## src/rtl/mu8dh_pkg.sv

```systemverilog
`timescale 1ns / 1ps
// ----------------------------------------------------------------------------
// mu8dh_pkg
// Shared types and constants of the modified UTF-8 decoder with string hash.
// ----------------------------------------------------------------------------
package mu8dh_pkg;

  localparam int unsigned ByteW  = 8;
  localparam int unsigned CharW  = 16;
  localparam int unsigned HashW  = 32;
  localparam int unsigned CountW = 16;

  localparam logic [ByteW-1:0]  ByteEnd    = 8'h00;
  localparam logic [CountW-1:0] CountMax   = 16'hffff;

  // pending continuation bytes
  localparam logic [1:0] PendNone = 2'd0;
  localparam logic [1:0] PendOne  = 2'd1;
  localparam logic [1:0] PendTwo  = 2'd2;
  localparam logic [1:0] PendBad  = 2'd3;

  // result kinds
  localparam logic KindChar = 1'b0;
  localparam logic KindEnd  = 1'b1;

  typedef struct packed {
    logic [1:0]        bytes_pending;
    logic [CharW-1:0]  partial_char;
    logic [HashW-1:0]  running_hash;
    logic [CountW-1:0] chars_seen;
  } state_t;

  typedef struct packed {
    logic              kind;
    logic [CharW-1:0]  char_value;
    logic [HashW-1:0]  hash_value;
    logic [CountW-1:0] char_count;
  } result_t;

  typedef struct packed {
    logic    emit;
    result_t res;
  } step_res_t;

endpackage

```

## src/rtl/mu8dh_if.sv

```systemverilog
`timescale 1ns / 1ps
// ----------------------------------------------------------------------------
// mu8dh_if
// Request channels of the decoder: input bytes and results.
// ----------------------------------------------------------------------------
interface mu8dh_byte_if import mu8dh_pkg::*; ();
  logic             valid;
  logic             ready;
  logic [ByteW-1:0] byte_in;

  modport source (output valid, output byte_in, input ready);
  modport sink   (input valid, input byte_in, output ready);
endinterface

interface mu8dh_res_if import mu8dh_pkg::*; ();
  logic              valid;
  logic              ready;
  logic              kind;
  logic [CharW-1:0]  char_value;
  logic [HashW-1:0]  hash_value;
  logic [CountW-1:0] char_count;

  modport source (output valid, output kind, output char_value, output hash_value,
                  output char_count, input ready);
  modport sink   (input valid, input kind, input char_value, input hash_value,
                  input char_count, output ready);
endinterface

```

## src/rtl/mu8dh_step.sv

```systemverilog
`timescale 1ns / 1ps
// ----------------------------------------------------------------------------
// mu8dh_step
// Decodes one byte against the current state: next state and optional result.
// ----------------------------------------------------------------------------
module mu8dh_step import mu8dh_pkg::*; (
  input  state_t           state_i,
  input  logic [ByteW-1:0] byte_i,
  output state_t           state_o,
  output step_res_t        step_o
);

  logic             finish;
  logic [CharW-1:0] ch;
  logic [HashW-1:0] ch_ext;
  logic [HashW-1:0] hash_next;
  logic [CountW-1:0] count_next;

  always_comb begin
    state_o  = state_i;
    finish   = 1'b0;
    ch       = '0;
    step_o   = '0;
    unique case (state_i.bytes_pending)
      PendNone: begin
        if (byte_i == ByteEnd) begin
          step_o.emit           = 1'b1;
          step_o.res.kind       = KindEnd;
          step_o.res.hash_value = state_i.running_hash;
          step_o.res.char_count = state_i.chars_seen;
          state_o.running_hash  = '0;
          state_o.chars_seen    = '0;
        end else if (!byte_i[7]) begin
          finish = 1'b1;
          ch     = {8'h00, byte_i};
        end else if (byte_i[5]) begin
          state_o.partial_char  = {byte_i[3:0], 12'h000};
          state_o.bytes_pending = PendTwo;
        end else begin
          state_o.partial_char  = {5'b00000, byte_i[4:0], 6'b000000};
          state_o.bytes_pending = PendOne;
        end
      end
      PendTwo: begin
        state_o.partial_char  = state_i.partial_char | {4'h0, byte_i[5:0], 6'b000000};
        state_o.bytes_pending = PendOne;
      end
      PendOne, PendBad: begin
        finish                = 1'b1;
        ch                    = state_i.partial_char | {10'b0000000000, byte_i[5:0]};
        state_o.partial_char  = '0;
        state_o.bytes_pending = PendNone;
      end
      default: begin
        state_o = state_i;
      end
    endcase

    // hash * 37 as shifts and adds
    ch_ext     = {{(HashW-CharW){ch[CharW-1]}}, ch};
    hash_next  = (state_i.running_hash << 5) + (state_i.running_hash << 2)
               + state_i.running_hash + ch_ext;
    count_next = (state_i.chars_seen == CountMax) ? CountMax
               : state_i.chars_seen + 16'd1;

    if (finish) begin
      state_o.running_hash  = hash_next;
      state_o.chars_seen    = count_next;
      step_o.emit           = 1'b1;
      step_o.res.kind       = KindChar;
      step_o.res.char_value = ch;
      step_o.res.hash_value = hash_next;
      step_o.res.char_count = count_next;
    end
  end

endmodule

```

## src/rtl/modified_utf8_decode_hash_core.sv

```systemverilog
`timescale 1ns / 1ps
// a completed result is registered in the output register, or in the skid entry while the output waits
// throughput: one byte per cycle while the skid entry is empty; the decode state updates in the accepting cycle
// an output register plus one skid entry lets input run while a result waits
// reset clears the decode state, hash, count and both output valid flags
// ----------------------------------------------------------------------------
// modified_utf8_decode_hash_core
// Modified UTF-8 decoder with running 32-bit string hash and character count.
// ----------------------------------------------------------------------------
module modified_utf8_decode_hash_core import mu8dh_pkg::*; (
  input  logic         clk_i,
  input  logic         rst_ni,
  mu8dh_byte_if.sink   in_i,
  mu8dh_res_if.source  out_o
);

  state_t    state_q, state_d;
  step_res_t step;
  result_t   out_q, out_d, skid_q, skid_d;
  logic      out_valid_q, out_valid_d, skid_valid_q, skid_valid_d;
  logic      acc, push, out_pop, out_free;

  mu8dh_step u_step (
    .state_i (state_q),
    .byte_i  (in_i.byte_in),
    .state_o (state_d),
    .step_o  (step)
  );

  assign in_i.ready = !skid_valid_q;
  assign acc        = in_i.valid && in_i.ready;
  assign push       = acc && step.emit;
  assign out_pop    = out_valid_q && out_o.ready;
  assign out_free   = !out_valid_q || out_pop;

  always_comb begin
    out_d        = out_q;
    skid_d       = skid_q;
    out_valid_d  = out_valid_q;
    skid_valid_d = skid_valid_q;
    if (out_pop) begin
      out_valid_d = 1'b0;
    end
    if (skid_valid_q && out_free) begin
      out_d        = skid_q;
      out_valid_d  = 1'b1;
      skid_valid_d = 1'b0;
    end
    if (push) begin
      if (out_free) begin
        out_d       = step.res;
        out_valid_d = 1'b1;
      end else begin
        skid_d       = step.res;
        skid_valid_d = 1'b1;
      end
    end
  end

  always_ff @(posedge clk_i or negedge rst_ni) begin
    if (!rst_ni) begin
      state_q      <= '0;
      out_valid_q  <= 1'b0;
      skid_valid_q <= 1'b0;
    end else begin
      if (acc) begin
        state_q <= state_d;
      end
      out_valid_q  <= out_valid_d;
      skid_valid_q <= skid_valid_d;
    end
  end

  always_ff @(posedge clk_i) begin
    out_q  <= out_d;
    skid_q <= skid_d;
  end

  assign out_o.valid      = out_valid_q;
  assign out_o.kind       = out_q.kind;
  assign out_o.char_value = out_q.char_value;
  assign out_o.hash_value = out_q.hash_value;
  assign out_o.char_count = out_q.char_count;

`ifndef SYNTHESIS
  a_skid_behind_out: assert property (@(posedge clk_i) disable iff (!rst_ni)
    skid_valid_q |-> out_valid_q)
    else $error("skid entry held while output register empty");

  a_end_clears: assert property (@(posedge clk_i) disable iff (!rst_ni)
    (push && step.res.kind == KindEnd) |=>
      (state_q.running_hash == '0 && state_q.chars_seen == '0))
    else $error("hash or count not cleared after end of string");

  a_emit_idle_seq: assert property (@(posedge clk_i) disable iff (!rst_ni)
    push |=> (state_q.bytes_pending == PendNone))
    else $error("result emitted with a sequence still pending");

  a_count_monotonic: assert property (@(posedge clk_i) disable iff (!rst_ni)
    (push && step.res.kind == KindChar) |=> (state_q.chars_seen != '0))
    else $error("character count zero after a decoded character");
`endif

endmodule

```

## src/flat_wrapper.sv

```systemverilog
// flat-port wrapper written by rule: the top's interface ports become plain ports
module modified_utf8_decode_hash_core_flat import mu8dh_pkg::*;
  (clk_i, rst_ni, in_i_valid, in_i_byte_in, in_i_ready, out_o_valid, out_o_kind, out_o_char_value, out_o_hash_value, out_o_char_count, out_o_ready);
  mu8dh_byte_if in_i_i ();
  mu8dh_res_if out_o_i ();
  input  logic clk_i;
  input  logic rst_ni;
  input wire logic [$bits(in_i_i.valid)-1:0] in_i_valid;
  input wire logic [$bits(in_i_i.byte_in)-1:0] in_i_byte_in;
  output wire logic [$bits(in_i_i.ready)-1:0] in_i_ready;
  output wire logic [$bits(out_o_i.valid)-1:0] out_o_valid;
  output wire logic [$bits(out_o_i.kind)-1:0] out_o_kind;
  output wire logic [$bits(out_o_i.char_value)-1:0] out_o_char_value;
  output wire logic [$bits(out_o_i.hash_value)-1:0] out_o_hash_value;
  output wire logic [$bits(out_o_i.char_count)-1:0] out_o_char_count;
  input wire logic [$bits(out_o_i.ready)-1:0] out_o_ready;
  assign in_i_i.valid = in_i_valid;
  assign in_i_i.byte_in = in_i_byte_in;
  assign in_i_ready = in_i_i.ready;
  assign out_o_valid = out_o_i.valid;
  assign out_o_kind = out_o_i.kind;
  assign out_o_char_value = out_o_i.char_value;
  assign out_o_hash_value = out_o_i.hash_value;
  assign out_o_char_count = out_o_i.char_count;
  assign out_o_i.ready = out_o_ready;
  modified_utf8_decode_hash_core u_core (.clk_i(clk_i), .rst_ni(rst_ni), .in_i(in_i_i), .out_o(out_o_i));
endmodule
```

## config.mk

```make
export PLATFORM = sky130hd
export DESIGN_NAME = modified_utf8_decode_hash_core_flat
export DESIGN_NICKNAME = d
export VERILOG_FILES = /design/src/rtl/mu8dh_pkg.sv /design/src/rtl/mu8dh_if.sv /design/src/rtl/mu8dh_step.sv /design/src/rtl/modified_utf8_decode_hash_core.sv /design/src/flat_wrapper.sv
export SDC_FILE = /design/constraint.sdc
export NUM_CORES = 1
export LEC_CHECK = 0
export ABC_AREA = 1
export BUFFER_PORTS_ARGS = -buffer_cell sky130_fd_sc_hd__buf_2
export CORE_UTILIZATION = 59
export CTS_CLUSTER_DIAMETER = 60
export DETAILED_ROUTE_END_ITERATION = 12
export GPL_ROUTABILITY_DRIVEN = 0
export GPL_TIMING_DRIVEN = 0
export PLACE_DENSITY_LB_ADDON = 0.15
export SETUP_SLACK_MARGIN = 0.02
export SYNTH_ARGS = -nofsm -noshare
export SYNTH_HDL_FRONTEND = slang
export SYNTH_SLANG_ARGS = --single-unit
```

## constraint.sdc

```tcl
create_clock -name clk_i -period 5.6 [get_ports clk_i]
set_input_delay 0.28 -clock clk_i [delete_from_list [all_inputs] [get_ports clk_i]]
set_output_delay 0.28 -clock clk_i [all_outputs]
set_load 0.02 [all_outputs]
```

==> summary.txt <==
Worst r2r src - u_core.state_q[64]
Syn nets - 1532
Synth unique cells - 41
Die W - 142 µm
Final std cells w/o fill - 1800
RSZ-0062 raised after global routing - no
Setup violations, final - 0
Starting density of the core - 0.611
Max Freq - 221 MHz
Layout area overhead - 11.7%
Post-synth top area cell - edfxtp_1
Worst hold slack - 132 ps
Vias/cell - 5.68
Worst skew pair latency - 440 ps
Clock tree from TritonCTS - done
CP peak stage delay - 880 ps
R2r setup slk - 1060 ps
Cell Area, Synth - 11600 µm²
Worst Path Required - 5950 ps
CTS Buf Count - 17
Max-slew headroom - 0.245
Clock skew - 15.2 ps
Worst-margin pin slew - 1130 ps
Post-synth EDFFs - 65
Worst path cell trace - buf_4 -> nand2_1 -> inv_1 -> fa_1 -> fa_1 -> ha_1 -> nand2_1 -> nor2_1 -> inv_1 -> o21bai_1 -> nand2_1 -> nand3_1 -> nand2_1 -> nand3_1 -> nand3_1 -> nand2_1 -> inv_1
Fin crit period - 4540 ps
Leakage Power - 6.59 nW
Post-synth top cells - nand2_1 (459), inv_1 (168), nand3_1 (130)
Crit-path max FO - 19
Crit Path Class - flop to flop
Wire length of the first global-routing pass - 50400 µm
IO Port Bufs - 78
Top post-synthesis cells by area - edfxtp_1 (17%), nand2_1 (15%), dfrtp_1 (13%)
Reg-to-reg endpoint - u_core.out_o.hash_value[24]
CP arrival - 4880 ps
Vias in the first global route - 9580
Reg2Reg Depth - 17
Synthesized instance count - 1428
Synth warn - 0
Via Count - 10.2k
Pin count of the biggest net entering global routing - 63
CTS sink count - 192
Ratio of cells with drive above 1 in the final layout - 0.116
Vert. Die Dim - 142 µm
Fin. Hold Viols - 0
Antenna diode count - 0
Hold WC Path Type - primary input to flop
Ports - 79
Async S/R FF share, synth - 0.323
Pwr dens - 690 nW/µm²
Reg clk slew, reported paths - 80 ps
Tot Pwr - 0.00896 W
CTS H-tree depth - 4
Worst Setup SP - u_core.state_q[64]
Max Cap Viol - 0
Placed cell count - 1767
Register area share after synthesis - 0.413
Nets - 1631
Period utilisation layout - 0.810
Core area - 19000 µm²
Synth Flop Type - edfxtp_1
CP Launch Type - flop
Root buffer cell - clkbuf_16
Drc violations - 0
Detailed Route Iter0 Violations - 1120
Seq cells post-synth - 192
Overflow after GRT - 0
Final core utilization - 0.683
Worst Setup EP - u_core.out_o.hash_value[24]
HPWL after detailed placement - 24000 µm
Crit path capture type - flop
Rows - 50
Fillers - 1605
Final Max Slew Viols - 0
Initial antenna violation count - 0
Clock Path Buffers - 2
Worst VDD drop - 0.000568 V
Crit-path most repeated cell - nand2_1
Avg Cell Area, Syn - 8.14 µm²
Routed wire length - 31700 µm
Gr usage total - 0.329
Placed instance area - 12400 µm²
DRT Pass-1 Iters - 6
Status - completed
Post-CTS Resized - 0
WL/cell - 17.6 µm
Post-route cell area - 13000 µm²
Synth top area share - 0.168
Count leader, synth - nand2_1
DIE AREA - 20300 µm²
Antenna Nets Post-Route - 0
Worst-path cell with the longest stage delay - inv_1
critical path: cells and delay by family (launching register included):
kind / cells / cell delay, ps
adders and majority gates: 3 / 1400
buffers and inverters: 4 / 1180
AOI/OAI and AO/OA: 1 / 230
and+or+nand+nor: 9 / 1210
DFF: 1 / 400
layer usage:
metal,routed length [µm],vias up,global-route usage
met2,14900,490,0.530
met4,1130,0,0.139
met1,13100,4862,0.445
met5,0,-,0
met3,2580,69,0.0481
li1,-,4804,-
timing repair:
item,4_1_cts,5_1_grt
setup endpoints to repair,0,0
hold buffers,1,0
setup buffers,0,0
hold endpoints to repair,55,0
where the power goes:
part	leakage (nW)	internal, W	switching [W]
registers	1.97	0.00198	0.000347
logic	4.32	0.00178	0.00361
clock network	0.298	0.000611	0.000631
total	6.59	0.00437	0.00459
flip-flops by register name (all words and copies together) (netlist names):
name / count
u_core.out_o.valid: 1
u_core.state_q: 60
u_core.skid_q: 65
u_core.out_o.hash_value: 32
u_core.out_o.kind: 1
u_core.out_o.char_value: 16
u_core.out_o.char_count: 16
u_core.skid_valid_q: 1
worst min-delay path by stage:
stage | slack [ps] | from | cells after the start | endpoint
2_1_floorplan | -20 | rst_ni | 0 | u_core.out_o.valid
3_3_place_gp | 470 | u_core.out_o.char_count[5] | 2 | u_core.out_o.char_count[5]
3_5_place_dp | 430 | rst_ni | 1 | u_core.state_q[57]
4_1_cts | 130 | in_i_byte_in[5] | 3 | u_core.state_q[59]
5_1_grt | 150 | in_i_byte_in[5] | 3 | u_core.state_q[59]
6_report | 130 | in_i_byte_in[5] | 3 | u_core.state_q[59]
final cells by class:
class / instances / area, µm² / share of cell area
timing repair buffer: 80 / 423 / 0.0326
buffer: 51 / 251 / 0.0194
inverter: 173 / 649 / 0.0500
tap: 260 / 325 / 0.0250
sequential: 192 / 4800 / 0.370
multi-input combinational: 1012 / 5930 / 0.457
clock inverter: 15 / 180 / 0.0139
clock buffer: 17 / 425 / 0.0327
kinds of logic (layout without fill, tap and decap cells):
group	count (synthesis)	count (layout)	synth area share
simple gates	703	703	0.256
compound gates	171	171	0.0795
xor+xnor	18	18	0.0136
mux	28	28	0.0249
buf+inv	224	336	0.0775
flops	192	192	0.413
fa+ha+maj	92	92	0.135
through the flow:
stage                     setup WS (ps)  TNS (ps)
final                              1060         0
after global routing                621         0
after CTS                          1050         0
after detailed placement           1070         0
after global placement             -373    -24030
after floorplan                    1170         0
layout by cell type (no fill, tap or decap), types with 5 or more instances in the layout:
cell,netlist,final
nand2_1,459,459
inv_1,168,168
nand3_1,130,130
buf_2,18,95
o21ai_0,86,86
dfxtp_1,65,65
edfxtp_1,65,65
nor2_1,63,62
dfrtp_1,62,62
fa_1,56,56
ha_1,36,36
a21oi_1,33,33
clkbuf_1,21,21
mux2i_1,21,21
clkbuf_16,0,17
xor2_1,14,14
a31oi_1,14,14
o21ai_1,13,13
o22ai_1,11,11
nand4_1,10,10
buf_4,8,9
nor3_1,7,7
mux2_2,7,7
or2_2,6,6
inv_8,0,6
nor2_4,4,5
nand3_2,5,5
Note: power is estimated with default switching activity, not from simulation.
